<file path="src/design/etc_pkg.sv">
`timescale 1ns / 1ps

package etc_pkg;

   // Limits of the settings and the countdown
   localparam int MAX_SECONDS   = 180;
   localparam int SECONDS_LIMIT = (MAX_SECONDS > 255) ? 255 : MAX_SECONDS;
   localparam int PERCENT_MAX   = 100;
   localparam int DUTY_FULL     = 65535;
   localparam int MS_PER_SEC    = 1000;
   localparam int REMAIN_MAX    = 262143;

   // Duty split: full scale over 100 as a whole part and a remainder part
   localparam int DUTY_WHOLE  = DUTY_FULL / PERCENT_MAX;
   localparam int DUTY_REST   = DUTY_FULL % PERCENT_MAX;
   localparam int RECIP_SHIFT = 19;
   localparam int RECIP_100   = ((2 ** RECIP_SHIFT) + PERCENT_MAX - 1) / PERCENT_MAX;

   // Field widths
   localparam int POWER_W  = 7;
   localparam int SECS_W   = 8;
   localparam int REMAIN_W = 18;
   localparam int COUNT_W  = 16;
   localparam int DUTY_W   = 16;
   localparam int PROG_W   = 7;

   // Progress divider: remaining * 100 over total milliseconds, one quotient bit a cycle
   localparam int NUM_W     = REMAIN_W + 7;
   localparam int DIV_STEPS = NUM_W;
   localparam int DIVCNT_W  = $clog2(DIV_STEPS + 1);

   // Register map (byte address bit 2 selects the register)
   localparam logic REG_LONG_PRESS = 1'b0;
   localparam logic REG_DEBOUNCE   = 1'b1;
   localparam logic [COUNT_W-1:0] LONG_PRESS_RESET = 16'd1000;
   localparam logic [COUNT_W-1:0] DEBOUNCE_RESET   = 16'd10;
   localparam logic [COUNT_W-1:0] COUNT_MAX        = 16'hFFFF;

   // Screen codes
   localparam logic [1:0] SCREEN_MAIN  = 2'd0;
   localparam logic [1:0] SCREEN_POWER = 2'd1;
   localparam logic [1:0] SCREEN_TIME  = 2'd2;

   typedef enum logic [1:0] {
      ST_IDLE,
      ST_LOAD,
      ST_DIV
   } state_type;

   typedef enum logic [1:0] {
      STEP_NONE,
      STEP_UP,
      STEP_DOWN
   } enc_step_type;

   typedef struct packed {
      logic [COUNT_W-1:0] long_press_ticks;
      logic [COUNT_W-1:0] debounce_ticks;
   } cfg_type;

   typedef struct packed {
      logic encoder_a;
      logic encoder_b;
      logic button1_level;
      logic button2_level;
   } req_type;

   typedef struct packed {
      logic                running;
      logic [DUTY_W-1:0]   pwm_duty;
      logic [1:0]          screen;
      logic                edit_active;
      logic [REMAIN_W-1:0] remaining_ms;
      logic [PROG_W-1:0]   progress_percent;
      logic [POWER_W-1:0]  power_setting;
      logic [SECS_W-1:0]   time_setting;
      logic                save_request;
      logic                finished;
   } rsp_type;

   // Controller to datapath
   typedef struct packed {
      logic tick;
      logic div_load;
      logic div_step;
      logic out_load;
   } cmd_type;

   // Datapath to controller
   typedef struct packed {
      logic div_done;
   } status_type;

   // Decode one quadrature transition: previous {a,b} over current {a,b}
   function automatic enc_step_type quad_step(input logic [3:0] pair);
      enc_step_type dir;
      case (pair)
         4'h1, 4'h7, 4'hE, 4'h8: dir = STEP_UP;
         4'h2, 4'h4, 4'hD, 4'hB: dir = STEP_DOWN;
         default:                dir = STEP_NONE;
      endcase
      return dir;
   endfunction

   // Full exposure length in ms, saturated to the counter range
   function automatic logic [REMAIN_W-1:0] reload_ms(input logic [SECS_W-1:0] secs);
      logic [31:0] ms;
      ms = 32'(secs) * 32'(MS_PER_SEC);
      if (ms > 32'(REMAIN_MAX)) begin
         ms = 32'(REMAIN_MAX);
      end
      return ms[REMAIN_W-1:0];
   endfunction

   // Drive duty for a power percentage: power * whole part plus power * rest / 100,
   // the last quotient by reciprocal multiplication (exact for any 7-bit power)
   function automatic logic [DUTY_W-1:0] duty_of(input logic [POWER_W-1:0] power);
      logic [31:0] whole;
      logic [31:0] rest;
      whole = 32'(power) * 32'(DUTY_WHOLE);
      rest  = (32'(power) * 32'(DUTY_REST * RECIP_100)) >> RECIP_SHIFT;
      return DUTY_W'(whole + rest);
   endfunction

endpackage

</file>
<file path="src/design/etc_if.sv">
`timescale 1ns / 1ps

// Tick request channel
interface etc_req_if;
   logic valid;
   logic ready;
   logic encoder_a;
   logic encoder_b;
   logic button1_level;
   logic button2_level;

   modport source (output valid, encoder_a, encoder_b, button1_level, button2_level,
                   input ready);
   modport sink (input valid, encoder_a, encoder_b, button1_level, button2_level,
                 output ready);
endinterface

// Status response channel
interface etc_rsp_if;
   logic        valid;
   logic        ready;
   logic        running;
   logic [15:0] pwm_duty;
   logic [1:0]  screen;
   logic        edit_active;
   logic [17:0] remaining_ms;
   logic [6:0]  progress_percent;
   logic [6:0]  power_setting;
   logic [7:0]  time_setting;
   logic        save_request;
   logic        finished;

   modport source (output valid, running, pwm_duty, screen, edit_active, remaining_ms,
                   progress_percent, power_setting, time_setting, save_request,
                   finished,
                   input ready);
   modport sink (input valid, running, pwm_duty, screen, edit_active, remaining_ms,
                 progress_percent, power_setting, time_setting, save_request, finished,
                 output ready);
endinterface

</file>
<file path="src/design/etc_csr.sv">
`timescale 1ns / 1ps

module etc_csr (
   input  logic                clock,
   input  logic                reset,
   input  logic                psel,
   input  logic                penable,
   input  logic                pwrite,
   input  logic [2:0]          paddr,
   input  logic [31:0]         pwdata,
   output logic [31:0]         prdata,
   output logic                pready,
   output etc_pkg::cfg_type    cfg
);

   logic [etc_pkg::COUNT_W-1:0] long_press_ff;
   logic [etc_pkg::COUNT_W-1:0] debounce_ff;
   logic                        wr_en;

   assign pready = 1'b1;
   assign wr_en  = psel && penable && pwrite;

   // Write the selected register in the access phase
   always_ff @(posedge clock) begin
      if (reset) begin
         long_press_ff <= etc_pkg::LONG_PRESS_RESET;
         debounce_ff   <= etc_pkg::DEBOUNCE_RESET;
      end else if (wr_en) begin
         if (paddr[2] == etc_pkg::REG_DEBOUNCE) begin
            debounce_ff <= pwdata[etc_pkg::COUNT_W-1:0];
         end else begin
            long_press_ff <= pwdata[etc_pkg::COUNT_W-1:0];
         end
      end
   end

   // Read back
   always_comb begin
      if (paddr[2] == etc_pkg::REG_LONG_PRESS) begin
         prdata = 32'(long_press_ff);
      end else begin
         prdata = 32'(debounce_ff);
      end
   end

   assign cfg.long_press_ticks = long_press_ff;
   assign cfg.debounce_ticks   = debounce_ff;

endmodule

</file>
<file path="src/design/etc_ctrl.sv">
`timescale 1ns / 1ps

module etc_ctrl (
   input  logic                  clock,
   input  logic                  reset,
   input  logic                  req_valid,
   output logic                  req_ready,
   output logic                  rsp_valid,
   input  logic                  rsp_ready,
   input  etc_pkg::status_type   status,
   output etc_pkg::cmd_type      cmd
);

   etc_pkg::state_type state_ff, state_in;
   logic               rsp_valid_ff, rsp_valid_in;

   always_ff @(posedge clock) begin
      if (reset) begin
         state_ff     <= etc_pkg::ST_IDLE;
         rsp_valid_ff <= 1'b0;
      end else begin
         state_ff     <= state_in;
         rsp_valid_ff <= rsp_valid_in;
      end
   end

   // Sequence one request: apply the tick, load the divider, iterate, register the result
   always_comb begin
      state_in  = state_ff;
      cmd       = '0;
      req_ready = 1'b0;
      case (state_ff)
         etc_pkg::ST_IDLE: begin
            req_ready = 1'b1;
            if (req_valid) begin
               cmd.tick = 1'b1;
               state_in = etc_pkg::ST_LOAD;
            end
         end
         etc_pkg::ST_LOAD: begin
            cmd.div_load = 1'b1;
            state_in     = etc_pkg::ST_DIV;
         end
         etc_pkg::ST_DIV: begin
            if (!status.div_done) begin
               cmd.div_step = 1'b1;
            end else if (!rsp_valid_ff || rsp_ready) begin
               cmd.out_load = 1'b1;
               state_in     = etc_pkg::ST_IDLE;
            end
         end
         default: begin
            state_in = etc_pkg::ST_IDLE;
         end
      endcase
   end

   // Hold the response until taken; a new load overrides the drop
   always_comb begin
      if (cmd.out_load) begin
         rsp_valid_in = 1'b1;
      end else if (rsp_ready) begin
         rsp_valid_in = 1'b0;
      end else begin
         rsp_valid_in = rsp_valid_ff;
      end
   end

   assign rsp_valid = rsp_valid_ff;

endmodule

</file>
<file path="src/design/etc_datapath.sv">
`timescale 1ns / 1ps

module etc_datapath (
   input  logic                 clock,
   input  logic                 reset,
   input  etc_pkg::cmd_type     cmd,
   output etc_pkg::status_type  status,
   input  etc_pkg::req_type     req_data,
   input  etc_pkg::cfg_type     cfg,
   output etc_pkg::rsp_type     rsp_data
);

   localparam int RW = etc_pkg::REMAIN_W;
   localparam int NW = etc_pkg::NUM_W;

   // Controller state of the timer
   logic [1:0]                  screen_ff, screen_in;
   logic                        edit_ff, edit_in;
   logic [etc_pkg::POWER_W-1:0] power_ff, power_in;
   logic [etc_pkg::SECS_W-1:0]  seconds_ff, seconds_in;
   logic [RW-1:0]               remain_ff, remain_in;
   logic                        run_ff, run_in;
   logic [1:0]                  quad_ff, quad_in;
   logic [1:0]                  prev_ff, prev_in;
   logic [1:0]                  pressed_ff, pressed_in;
   logic [1:0]                  handled_ff, handled_in;
   logic [1:0]                  pending_ff, pending_in;
   logic [etc_pkg::COUNT_W-1:0] press_cnt_ff [2];
   logic [etc_pkg::COUNT_W-1:0] press_cnt_in [2];
   logic                        save_ff, save_in;
   logic                        done_ff, done_in;

   // Progress divider
   logic [NW-1:0]                num_ff;
   logic [RW-1:0]                den_ff;
   logic [RW-1:0]                part_ff, part_in;
   logic [etc_pkg::DIVCNT_W-1:0] div_cnt_ff;
   logic [RW:0]                  part_shift;
   logic                         quo_bit;
   logic [etc_pkg::PROG_W-1:0]   progress;

   logic [1:0]                  levels;
   logic [etc_pkg::COUNT_W-1:0] n0, n1;

   etc_pkg::rsp_type rsp_ff;

   assign levels = {req_data.button2_level, req_data.button1_level};

   // Advance the timer by one tick: countdown, encoder, then buttons
   always_comb begin
      screen_in       = screen_ff;
      edit_in         = edit_ff;
      power_in        = power_ff;
      seconds_in      = seconds_ff;
      remain_in       = remain_ff;
      run_in          = run_ff;
      prev_in         = prev_ff;
      pressed_in      = pressed_ff;
      handled_in      = handled_ff;
      pending_in      = pending_ff;
      press_cnt_in[0] = press_cnt_ff[0];
      press_cnt_in[1] = press_cnt_ff[1];
      save_in         = 1'b0;
      done_in         = 1'b0;
      quad_in         = {req_data.encoder_a, req_data.encoder_b};

      // Count down on the main screen; at the last millisecond end and reload
      if (run_in && screen_in == etc_pkg::SCREEN_MAIN) begin
         if (remain_in > RW'(1)) begin
            remain_in = remain_in - RW'(1);
         end else begin
            run_in    = 1'b0;
            remain_in = etc_pkg::reload_ms(seconds_in);
            done_in   = 1'b1;
         end
      end

      // Adjust the shown setting in edit mode
      if (edit_in) begin
         case (etc_pkg::quad_step({quad_ff, quad_in}))
            etc_pkg::STEP_UP: begin
               if (screen_in == etc_pkg::SCREEN_POWER) begin
                  if (power_in < etc_pkg::POWER_W'(etc_pkg::PERCENT_MAX)) begin
                     power_in = power_in + etc_pkg::POWER_W'(1);
                  end
               end else if (screen_in == etc_pkg::SCREEN_TIME) begin
                  if (seconds_in < etc_pkg::SECS_W'(etc_pkg::SECONDS_LIMIT)) begin
                     seconds_in = seconds_in + etc_pkg::SECS_W'(1);
                  end
               end
            end
            etc_pkg::STEP_DOWN: begin
               if (screen_in == etc_pkg::SCREEN_POWER) begin
                  if (power_in != '0) begin
                     power_in = power_in - etc_pkg::POWER_W'(1);
                  end
               end else if (screen_in == etc_pkg::SCREEN_TIME) begin
                  if (seconds_in != '0) begin
                     seconds_in = seconds_in - etc_pkg::SECS_W'(1);
                  end
               end
            end
            default: begin
            end
         endcase
      end

      // Track press edges and press length of both buttons
      for (int i = 0; i < 2; i++) begin
         if (prev_ff[i] && !levels[i]) begin
            pressed_in[i]   = 1'b1;
            handled_in[i]   = 1'b0;
            pending_in[i]   = 1'b1;
            press_cnt_in[i] = '0;
         end else begin
            if (!prev_ff[i] && levels[i]) begin
               pressed_in[i] = 1'b0;
            end
            if (pending_in[i] && press_cnt_in[i] != etc_pkg::COUNT_MAX) begin
               press_cnt_in[i] = press_cnt_in[i] + etc_pkg::COUNT_W'(1);
            end
         end
      end
      prev_in = levels;
      n0      = press_cnt_in[0];
      n1      = press_cnt_in[1];

      // Screen/edit button: long toggles edit on the setting screens, short release cycles screens
      if (pressed_in[0] && !handled_in[0]) begin
         if (n0 >= cfg.long_press_ticks) begin
            handled_in[0] = 1'b1;
            if (screen_in == etc_pkg::SCREEN_POWER || screen_in == etc_pkg::SCREEN_TIME) begin
               edit_in = !edit_in;
               if (!edit_in) begin
                  save_in = 1'b1;
               end
            end
         end
      end else if (!pressed_in[0] && pending_in[0]) begin
         if (n0 < cfg.long_press_ticks && n0 > cfg.debounce_ticks && !edit_in && !run_in)
         begin
            if (screen_in >= etc_pkg::SCREEN_TIME) begin
               screen_in = etc_pkg::SCREEN_MAIN;
            end else begin
               screen_in = screen_in + 2'd1;
            end
            if (screen_in == etc_pkg::SCREEN_MAIN) begin
               run_in    = 1'b0;
               remain_in = etc_pkg::reload_ms(seconds_in);
            end else begin
               save_in = 1'b1;
            end
         end
         pending_in[0] = 1'b0;
         handled_in[0] = 1'b0;
      end

      // Start/pause button on the main screen: long resets, short release starts or pauses
      if (pressed_in[1] && !handled_in[1]) begin
         if (n1 >= cfg.long_press_ticks) begin
            handled_in[1] = 1'b1;
            if (screen_in == etc_pkg::SCREEN_MAIN) begin
               run_in    = 1'b0;
               remain_in = etc_pkg::reload_ms(seconds_in);
            end
         end
      end else if (!pressed_in[1] && pending_in[1]) begin
         if (n1 < cfg.long_press_ticks && n1 > cfg.debounce_ticks &&
             screen_in == etc_pkg::SCREEN_MAIN && !handled_in[1]) begin
            if (run_in) begin
               run_in = 1'b0;
            end else if (remain_in != '0) begin
               run_in = 1'b1;
            end
         end
         pending_in[1] = 1'b0;
         handled_in[1] = 1'b0;
      end
   end

   always_ff @(posedge clock) begin
      if (reset) begin
         screen_ff       <= etc_pkg::SCREEN_MAIN;
         edit_ff         <= 1'b0;
         power_ff        <= '0;
         seconds_ff      <= '0;
         remain_ff       <= '0;
         run_ff          <= 1'b0;
         quad_ff         <= 2'b11;
         prev_ff         <= 2'b11;
         pressed_ff      <= '0;
         handled_ff      <= '0;
         pending_ff      <= '0;
         press_cnt_ff[0] <= '0;
         press_cnt_ff[1] <= '0;
         save_ff         <= 1'b0;
         done_ff         <= 1'b0;
      end else if (cmd.tick) begin
         screen_ff       <= screen_in;
         edit_ff         <= edit_in;
         power_ff        <= power_in;
         seconds_ff      <= seconds_in;
         remain_ff       <= remain_in;
         run_ff          <= run_in;
         quad_ff         <= quad_in;
         prev_ff         <= prev_in;
         pressed_ff      <= pressed_in;
         handled_ff      <= handled_in;
         pending_ff      <= pending_in;
         press_cnt_ff[0] <= press_cnt_in[0];
         press_cnt_ff[1] <= press_cnt_in[1];
         save_ff         <= save_in;
         done_ff         <= done_in;
      end
   end

   // Restoring divider step: shift in one numerator bit, subtract when it fits
   always_comb begin
      part_shift = {part_ff, num_ff[NW-1]};
      quo_bit    = (part_shift >= {1'b0, den_ff});
      if (quo_bit) begin
         part_in = RW'(part_shift - {1'b0, den_ff});
      end else begin
         part_in = RW'(part_shift);
      end
   end

   always_ff @(posedge clock) begin
      if (cmd.div_load) begin
         num_ff  <= NW'(remain_ff) * NW'(etc_pkg::PERCENT_MAX);
         den_ff  <= etc_pkg::reload_ms(seconds_ff);
         part_ff <= '0;
      end else if (cmd.div_step) begin
         num_ff  <= {num_ff[NW-2:0], quo_bit};
         part_ff <= part_in;
      end
   end

   always_ff @(posedge clock) begin
      if (reset) begin
         div_cnt_ff <= '0;
      end else if (cmd.div_load) begin
         div_cnt_ff <= etc_pkg::DIVCNT_W'(etc_pkg::DIV_STEPS);
      end else if (cmd.div_step) begin
         div_cnt_ff <= div_cnt_ff - etc_pkg::DIVCNT_W'(1);
      end
   end

   assign status.div_done = (div_cnt_ff == '0);

   // Clamp the quotient; no total means no progress
   always_comb begin
      if (seconds_ff == '0) begin
         progress = '0;
      end else if (num_ff > NW'(etc_pkg::PERCENT_MAX)) begin
         progress = etc_pkg::PROG_W'(etc_pkg::PERCENT_MAX);
      end else begin
         progress = num_ff[etc_pkg::PROG_W-1:0];
      end
   end

   // Register the response
   always_ff @(posedge clock) begin
      if (cmd.out_load) begin
         rsp_ff.running          <= run_ff;
         rsp_ff.pwm_duty         <= run_ff ? etc_pkg::duty_of(power_ff) : '0;
         rsp_ff.screen           <= screen_ff;
         rsp_ff.edit_active      <= edit_ff;
         rsp_ff.remaining_ms     <= remain_ff;
         rsp_ff.progress_percent <= progress;
         rsp_ff.power_setting    <= power_ff;
         rsp_ff.time_setting     <= seconds_ff;
         rsp_ff.save_request     <= save_ff;
         rsp_ff.finished         <= done_ff;
      end
   end

   assign rsp_data = rsp_ff;

endmodule

</file>
<file path="src/design/exposure_timer_controller.sv">
`timescale 1ns / 1ps

// Exposure timer controller. Each request is one 1 ms tick carrying the sampled encoder
// levels and two active-low button levels; each request yields exactly one response with
// the drive duty, screen, edit flag, remaining time, progress and settings, plus one-tick
// save and finished pulses. A request is taken only while the block is idle: the
// accepting cycle applies the tick, then the progress divider is loaded, the restoring
// divider runs (one quotient bit per cycle), and the response is registered; req ready
// returns after that. The next request is accepted while a response still waits in the
// output register; only a response still unclaimed when the following one finishes
// stalls the block. Registers: long_press_ticks at byte address 0, debounce_ticks at 4;
// the user must write them only while the block is idle, which the block does not enforce.

module exposure_timer_controller (
   input  logic         clock,
   input  logic         reset,
   etc_req_if.sink      req_ch,
   etc_rsp_if.source    rsp_ch,
   input  logic         psel,
   input  logic         penable,
   input  logic         pwrite,
   input  logic [2:0]   paddr,
   input  logic [31:0]  pwdata,
   output logic [31:0]  prdata,
   output logic         pready
);

   etc_pkg::cfg_type    cfg;
   etc_pkg::cmd_type    cmd;
   etc_pkg::status_type status;
   etc_pkg::req_type    req_data;
   etc_pkg::rsp_type    rsp_data;

   assign req_data.encoder_a     = req_ch.encoder_a;
   assign req_data.encoder_b     = req_ch.encoder_b;
   assign req_data.button1_level = req_ch.button1_level;
   assign req_data.button2_level = req_ch.button2_level;

   etc_csr u_csr (
      .clock   (clock),
      .reset   (reset),
      .psel    (psel),
      .penable (penable),
      .pwrite  (pwrite),
      .paddr   (paddr),
      .pwdata  (pwdata),
      .prdata  (prdata),
      .pready  (pready),
      .cfg     (cfg)
   );

   etc_ctrl u_ctrl (
      .clock     (clock),
      .reset     (reset),
      .req_valid (req_ch.valid),
      .req_ready (req_ch.ready),
      .rsp_valid (rsp_ch.valid),
      .rsp_ready (rsp_ch.ready),
      .status    (status),
      .cmd       (cmd)
   );

   etc_datapath u_datapath (
      .clock    (clock),
      .reset    (reset),
      .cmd      (cmd),
      .status   (status),
      .req_data (req_data),
      .cfg      (cfg),
      .rsp_data (rsp_data)
   );

   assign rsp_ch.running          = rsp_data.running;
   assign rsp_ch.pwm_duty         = rsp_data.pwm_duty;
   assign rsp_ch.screen           = rsp_data.screen;
   assign rsp_ch.edit_active      = rsp_data.edit_active;
   assign rsp_ch.remaining_ms     = rsp_data.remaining_ms;
   assign rsp_ch.progress_percent = rsp_data.progress_percent;
   assign rsp_ch.power_setting    = rsp_data.power_setting;
   assign rsp_ch.time_setting     = rsp_data.time_setting;
   assign rsp_ch.save_request     = rsp_data.save_request;
   assign rsp_ch.finished         = rsp_data.finished;

endmodule

</file>
<file path="src/flat_wrapper.sv">
// flat-port wrapper written by rule: the top's interface ports become plain ports
module exposure_timer_controller_flat 
  (clock, reset, psel, penable, pwrite, paddr, pwdata, prdata, pready, req_ch_valid, req_ch_encoder_a, req_ch_encoder_b, req_ch_button1_level, req_ch_button2_level, req_ch_ready, rsp_ch_valid, rsp_ch_running, rsp_ch_pwm_duty, rsp_ch_screen, rsp_ch_edit_active, rsp_ch_remaining_ms, rsp_ch_progress_percent, rsp_ch_power_setting, rsp_ch_time_setting, rsp_ch_save_request, rsp_ch_finished, rsp_ch_ready);
  etc_req_if req_ch_i ();
  etc_rsp_if rsp_ch_i ();
  input  logic clock;
  input  logic reset;
  input  logic psel;
  input  logic penable;
  input  logic pwrite;
  input  logic [2:0] paddr;
  input  logic [31:0] pwdata;
  output logic [31:0] prdata;
  output logic pready;
  input wire logic [$bits(req_ch_i.valid)-1:0] req_ch_valid;
  input wire logic [$bits(req_ch_i.encoder_a)-1:0] req_ch_encoder_a;
  input wire logic [$bits(req_ch_i.encoder_b)-1:0] req_ch_encoder_b;
  input wire logic [$bits(req_ch_i.button1_level)-1:0] req_ch_button1_level;
  input wire logic [$bits(req_ch_i.button2_level)-1:0] req_ch_button2_level;
  output wire logic [$bits(req_ch_i.ready)-1:0] req_ch_ready;
  output wire logic [$bits(rsp_ch_i.valid)-1:0] rsp_ch_valid;
  output wire logic [$bits(rsp_ch_i.running)-1:0] rsp_ch_running;
  output wire logic [$bits(rsp_ch_i.pwm_duty)-1:0] rsp_ch_pwm_duty;
  output wire logic [$bits(rsp_ch_i.screen)-1:0] rsp_ch_screen;
  output wire logic [$bits(rsp_ch_i.edit_active)-1:0] rsp_ch_edit_active;
  output wire logic [$bits(rsp_ch_i.remaining_ms)-1:0] rsp_ch_remaining_ms;
  output wire logic [$bits(rsp_ch_i.progress_percent)-1:0] rsp_ch_progress_percent;
  output wire logic [$bits(rsp_ch_i.power_setting)-1:0] rsp_ch_power_setting;
  output wire logic [$bits(rsp_ch_i.time_setting)-1:0] rsp_ch_time_setting;
  output wire logic [$bits(rsp_ch_i.save_request)-1:0] rsp_ch_save_request;
  output wire logic [$bits(rsp_ch_i.finished)-1:0] rsp_ch_finished;
  input wire logic [$bits(rsp_ch_i.ready)-1:0] rsp_ch_ready;
  assign req_ch_i.valid = req_ch_valid;
  assign req_ch_i.encoder_a = req_ch_encoder_a;
  assign req_ch_i.encoder_b = req_ch_encoder_b;
  assign req_ch_i.button1_level = req_ch_button1_level;
  assign req_ch_i.button2_level = req_ch_button2_level;
  assign req_ch_ready = req_ch_i.ready;
  assign rsp_ch_valid = rsp_ch_i.valid;
  assign rsp_ch_running = rsp_ch_i.running;
  assign rsp_ch_pwm_duty = rsp_ch_i.pwm_duty;
  assign rsp_ch_screen = rsp_ch_i.screen;
  assign rsp_ch_edit_active = rsp_ch_i.edit_active;
  assign rsp_ch_remaining_ms = rsp_ch_i.remaining_ms;
  assign rsp_ch_progress_percent = rsp_ch_i.progress_percent;
  assign rsp_ch_power_setting = rsp_ch_i.power_setting;
  assign rsp_ch_time_setting = rsp_ch_i.time_setting;
  assign rsp_ch_save_request = rsp_ch_i.save_request;
  assign rsp_ch_finished = rsp_ch_i.finished;
  assign rsp_ch_i.ready = rsp_ch_ready;
  exposure_timer_controller u_core (.clock(clock), .reset(reset), .req_ch(req_ch_i), .rsp_ch(rsp_ch_i), .psel(psel), .penable(penable), .pwrite(pwrite), .paddr(paddr), .pwdata(pwdata), .prdata(prdata), .pready(pready));
endmodule
</file>
<file path="config.mk">
export PLATFORM = sky130hd
export DESIGN_NAME = exposure_timer_controller_flat
export DESIGN_NICKNAME = d
export VERILOG_FILES = /design/src/design/etc_pkg.sv /design/src/design/etc_if.sv /design/src/design/etc_csr.sv /design/src/design/etc_ctrl.sv /design/src/design/etc_datapath.sv /design/src/design/exposure_timer_controller.sv /design/src/flat_wrapper.sv
export SDC_FILE = /design/constraint.sdc
export NUM_CORES = 1
export LEC_CHECK = 0
export BUFFER_PORTS_ARGS = -buffer_cell sky130_fd_sc_hd__buf_2
export CAP_MARGIN = 20
export CORE_MARGIN = 3
export CORE_UTILIZATION = 40
export CTS_CLUSTER_DIAMETER = 40
export DETAILED_ROUTE_END_ITERATION = 8
export GPL_TIMING_DRIVEN = 0
export SLEW_MARGIN = 10
export SYNTH_ARGS = -nofsm -noshare
export SYNTH_HDL_FRONTEND = slang
export SYNTH_SLANG_ARGS = --single-unit
</file>
<file path="constraint.sdc">
create_clock -name clock -period 9.5 [get_ports clock]
set_input_delay 0.475 -clock clock [delete_from_list [all_inputs] [get_ports clock]]
set_output_delay 0.475 -clock clock [all_outputs]
set_load 0.01 [all_outputs]
</file>
# ---- Word level (Yosys, flattened, before mapping)
# Memory sizes are Yosys's and may differ from the RTL's.
# Cells that the tools add are included.
dict set report op_classes {
  bitwise 3
  order_cmp 12
  n_mul 5
  muxes 102
  reduce_logical 51
  add_sub_neg 11
  n_eq_ne 15
}
# op count
set ops {}
lappend ops {{$mux W18} 10}
lappend ops {{$mux W16} 7}
lappend ops {{$mux W8} 7}
lappend ops {{$mux W1} 54}
lappend ops {{$mux W25} 2}
lappend ops {{$mux W7} 5}
lappend ops {{$add A16 B1 Y16 const B} 2}
lappend ops {{$ge A16 B16 Y1} 2}
lappend ops {{$gt A16 B16 Y1} 2}
lappend ops {{$lt A16 B16 Y1} 2}
lappend ops {{$ne A16 B16 Y1 const B} 2}
lappend ops {{$mul A8 B7 Y15 const B} 2}
lappend ops {{$gt A25 B7 Y1 const B} 1}
lappend ops {{$mul A7 B18 Y25 const B} 1}
lappend ops {{$mux W2} 12}
lappend ops {{$mul A18 B5 Y23 const B} 1}
lappend ops {{$ge A19 B18 Y1} 1}
lappend ops {{$logic_and A1 B1 Y1} 19}
lappend ops {{$gt A18 B1 Y1 const B} 1}
lappend ops {{$reduce_bool A18 Y1} 1}
lappend ops {{$sub A18 B1 Y18 const B} 1}
lappend ops {{$sub A18 B18 Y18} 1}
lappend ops {{$add A16 B6 Y16} 1}
lappend ops {{$mul A7 B10 Y16 const B} 1}
lappend ops {{31 further kinds} 61}
dict set report totals {
  register_bits 209
  mem_count 2
  out_inout_bits 97
  mem_bits_ro 32
  input_bits 46
  ramBits 32
}
# memory words word_bits rd rd_clocked_by_memory_dff wr line
set memory_table {}
lappend memory_table {{(no name shown)} 16 2 1 0 0 etc_pkg.sv:97} ;# case (pair)
lappend memory_table {u_core.u_datapath.press_cnt_ff 2 16 2 0 2 etc_datapath.sv:28} ;# logic [etc_pkg::COUNT_W-1:0] press_cnt_ff [2];

# ---- Longest topological paths before layout
# An unclocked memory read counts as a cell.
dict set report depth {
  word_depth 23
  depth_mapped 33
}

# ---- By module
# From an unflattened synthesis, not the netlist that was laid out.
dict set report hier_totals {
  cells_unflattened 2246
  area_unflattened_um2 21469.3
}
# module area_per_inst_um2 cells_each instances
set modules_own_cells {}
lappend modules_own_cells {etc_datapath 19623.8 2063 1}
lappend modules_own_cells {etc_csr 1694.1 167 1}
lappend modules_own_cells {etc_ctrl 151.4 16 1}

# ---- Least setup slack after synthesis
# Ideal clock, no wire load.
dict set report synth_timing {
  kind {flip-flop to flip-flop}
  start {register u_core.u_datapath.power_ff[3] (netlist bit)}
  end {register, netlist name u_core.u_datapath.rsp_data[60]}
  path_stages_with_launch 32
  t_arrival_ps 7306
  required_time_ps 9245
  setup_slack_ps 1939
  synth_period_minus_slack_ps 7561
  setup_ps 255
  path_cell_list {dfxtp_1 -> inv_1 -> ha_1 -> ha_1 -> or2_2 -> fa_1 -> fa_1 -> ha_1 -> a21o_1 -> a211o_1 -> nor3_1 -> nor2_1 -> a22oi_1 -> o21ai_0 -> o21a_1 -> nor2_1 -> xnor2_1 -> fa_1 -> ha_1 -> inv_1 -> fa_1 -> inv_1 -> ha_1 -> a21o_1 -> a21oi_1 -> o21ai_0 -> a31oi_1 -> o21ai_0 -> o41ai_1 -> o21ai_0 -> xnor2_1 -> and2_1}
}
dict set report synth_via {
  elab_chain_cells 2
  elab_cells_between_ends 3
  classes_between {add/sub (1); mul (2)}
}
# item line
set synth_lines {}
lappend synth_lines {{start, declared} etc_datapath.sv:19} ;# logic [etc_pkg::POWER_W-1:0] power_ff, power_in;
lappend synth_lines {{start signal, assigned} etc_datapath.sv:201} ;# power_ff <= power_in;
lappend synth_lines {{$mul A7 B18 Y25 or $mul A7 B10 Y16 (tied branches)} {etc_pkg.sv:121, etc_pkg.sv:120}}
lappend synth_lines {{$add A16 B6 Y16 (*)} etc_pkg.sv:122} ;# return DUTY_W'(whole + rest);
# Mark *: on every way between the ends. The rest lies on a longest branch, timed or not.
# A chain may end at the register's enable or synchronous reset.

# ---- Worst setup path after layout
dict set report layout_timing {
  start {register u_core.u_datapath.power_ff[3] (netlist bit)}
  end {register, netlist name u_core.u_datapath.rsp_data[60]}
}
dict set report layout_via {
  elab_chain_cells 2
  elab_cells_between_ends 3
  classes_between {add/sub (1); mul (2)}
}
# item line
set layout_lines {}
lappend layout_lines {{$mul A7 B18 Y25 or $mul A7 B10 Y16 (tied branches)} {etc_pkg.sv:121, etc_pkg.sv:120}}
lappend layout_lines {{$add A16 B6 Y16 (*)} etc_pkg.sv:122}
# Marked as above.

==> results.yml <==
synthesis:
  synth.avg_cell_area_um2: 9.22
  synthCells: 2279
  synth_common_cells: "ha_1 (363), inv_1 (271), nand2_1 (203)"
  ys_types: 76
  yosys.area.top_type_share_pct: 21.6
  seq_area_frac_synth_pct: 29.2
  synth.top_cells.by_area: "ha_1 (22%), edfxtp_1 (19%), dfxtp_1 (10%)"
  ys.flop_type: "edfxtp_1"
  async_flop_share_pct: 0
  synth_edf_count: 132
  synth_seq_cells: 241
  yosys_warnings: 0
  synth_top_area_cell: "ha_1"
  synthesis.area_um2: 21000
  synth.most_common_cell: "ha_1"
sta:
  tns_ns: 0
  clock.fmax_mhz: 113
  min_period_over_period_pct: 93.1
  period_minus_slack_ns: 8.84
  max_slew_margin_pct: 29.2
  rsz0062_at_grt: "false"
  slew_viol_final: 0
  tightest_slew_ns: 1.05
  finalHoldViolations: 0
  setup_violations: 0
  skew_ns: 0.0231
setup_path:
  critPathMaxFanout: 10
  start_kind: "flip-flop"
  max_stage_delay_ns: 0.66
  crit_path_frequent_cell: "ha_1"
  slowest_stage: "dfxtp_1"
  crit_required_ns: 9.81
  worstSetupEndpointType: "flip-flop"
  path_buf_inv: 3
  arrival_ns: 9.16
  critPathTopFamily: "adder cells"
  path_class: "flip-flop to flip-flop"
clock_network:
  cts-buffers-inserted: 47
  cts_hold_buf: 0
  clock_path_buffers: 3
  cts_resized: 0
  clockRootBuffer: "clkbuf_16"
  path_clk_slew_ns: 0.06
  cts_setup_buffers: 0
  htreeDepth: 2
  cts_sinks: 241
  clk_latency_ns: 0.58
  tritoncts: "built"
layout:
  multi_input_area_um2: 13500
  utilization_pct: 46.8
  final_nets: 2953
  area.growth.synth_to_final_pct: 14.9
  drive_gt1_share_pct: 9.55
  n_antenna_cell: 0
  final-seq-area_um2: 6150
  fill_cells: 4920
route:
  top_layer: "met5"
  ant_nets: 0
  routed_via_density: 5.31
  met3WireLength_um: 3060
  wl_met1_um: 25600
  dr.pass1.iters: 5
  route.met2.wl_um: 26400
  post_drt_wl_per_cell_um: 17.8
  wirelength_um: 56500
  initialDrtViolationCount: 1074
  drcViolationCount: 0
  num_vias: 16900
global_route:
  grt_max_degree: 50
  grt_overflow: 0
  track_usage_pct: 20.2
  grt_pass1_wl_um: 90900
  grt_pass1_vias: 17100
  antenna_found_initial: 3
place:
  place.gp.congestion: 0.915
  dpl.hpwl_um: 45300
  port_buffers: 106
outcome:
  status: "finished clean"
power:
  ir_drop_v: 0.000103
  leakage_uw: 0.0114
  power_density_nw_per_um2: 147
worst_hold_path:
  hold_path_class: "primary input to flip-flop"
die:
  dieHeight_um: 235
  row_count: 83
  start_util_pct: 40.7
  fp.dieArea_um2: 55300
  die_w_um: 235
  boundaryPins: 143
  core_area_um2: 51600
run:
  maxCapViolations: 0
stage by stage:
step,instance area [um2],setup WS [ns],std cells,hold slack (ns),total power [uW]
finish,24100,0.655,3173,0.134,3540
detailed placement,22500,0.781,3084,0.418,1870
global placement,22500,0.891,3080,0.415,1850
global route,24100,0.291,3173,0.121,3710
CTS,24100,0.749,3171,0.0966,3570
floorplan,21100,1.94,2294,0.403,1680
flip-flops by register name, summed over array words and instances, names as in the netlist, 2 cells and up:
name and flops:
u_core.u_csr.long_press_ff 16, u_core.u_datapath.prev_ff 2, u_core.u_datapath.part_ff 18, u_core.u_datapath.num_ff 25, u_core.u_datapath.pending_ff 2, u_core.u_csr.debounce_ff 16
u_core.u_datapath.quad_ff 2, u_core.u_ctrl.state_ff 2, u_core.u_datapath.power_ff 7, u_core.u_datapath.pressed_ff 2, u_core.u_datapath.div_cnt_ff 5, u_core.u_datapath.den_ff 15
u_core.u_datapath.seconds_ff 8, u_core.u_datapath.rsp_data 62, u_core.u_datapath.press_cnt_ff 32, u_core.u_datapath.screen_ff 2, u_core.u_datapath.handled_ff 2, u_core.u_datapath.remain_ff 18
power by group:
part / switching (uW) / internal (uW) / total, uW
clock network: 610 / 1070 / 1680
logic: 405 / 242 / 647
registers: 51.4 / 1160 / 1210
total: 1070 / 2470 / 3540
final timing paths:
check                                              startpoint  cells past startpoint                             end  slack [ns]
worst max-delay path            u_core.u_datapath.power_ff[3]                     31  u_core.u_datapath.rsp_data[60]        0.66
worst min-delay path                                pwdata[8]                      3   u_core.u_csr.long_press_ff[8]        0.13
worst max register to register  u_core.u_datapath.power_ff[3]                     31  u_core.u_datapath.rsp_data[60]        0.66
worst min register to register      u_core.u_datapath.save_ff                      0   u_core.u_datapath.rsp_data[1]        0.43
kinds of logic (layout without fill, tap and decap cells):
logic type | Yosys count | count (layout) | synth area share [%]
other cells | 2 | 17 | 0.0357
flops | 241 | 241 | 29.2
simple gates | 657 | 657 | 14.7
mux | 29 | 29 | 1.39
buf+inv | 349 | 548 | 6.58
xor+xnor | 116 | 116 | 4.83
fa+ha+maj | 452 | 452 | 30.1
compound gates | 433 | 433 | 13.1
per-layer routing:
layer,up-vias,global-route usage [%]
met5,-,0
met4,6,6.29
met3,98,3.66
met2,398,34.0
met1,8035,26.5
li1,8326,-
placed cells by master, fill, tap and decap left out, types with 7 or more instances in the layout:
cell type | synthesis | final
a31oi_1 | 14 | 14
nand4_1 | 36 | 36
edfxtp_1 | 132 | 132
xor2_1 | 47 | 47
o22ai_1 | 8 | 8
conb_1 | 2 | 17
nor4_1 | 13 | 13
xnor2_1 | 69 | 69
nand3_1 | 58 | 58
dfxtp_1 | 109 | 109
nand3b_1 | 7 | 7
nor2_1 | 163 | 163
nor2b_1 | 16 | 16
a21oi_1 | 130 | 130
a21o_1 | 18 | 18
nand2b_1 | 19 | 19
mux2i_1 | 27 | 27
nand2_1 | 203 | 203
ha_1 | 363 | 363
a211oi_1 | 26 | 26
fa_1 | 89 | 89
buf_4 | 18 | 19
o21ai_0 | 107 | 107
o21a_1 | 12 | 12
o21bai_1 | 12 | 12
nor3_1 | 70 | 70
inv_1 | 271 | 269
and3_1 | 14 | 14
clkbuf_1 | 54 | 57
buf_2 | 4 | 112
or3_1 | 10 | 10
and2_1 | 21 | 21
o211ai_1 | 22 | 22
clkbuf_16 | 0 | 49
clkinv_4 | 0 | 9
final cells by class:
type | instances | area share (%)
multi-input combinational | 1704 | 56.1
sequential | 241 | 25.5
clock buffer | 52 | 5.13
inverter | 272 | 4.24
tap | 680 | 3.52
timing repair buffer | 112 | 2.49
clock inverter | 35 | 1.58
buffer | 77 | 1.50
worst min-delay path: cells and delay by family:
| family | cells | cell delay, ns |
|---|---|---|
| AO/OA/AOI/OAI | 1 | 0.07 |
| buffers and inverters | 1 | 0.09 |
| AND/OR/NAND/NOR | 1 | 0.04 |
(Power assumes the default switching activity.)
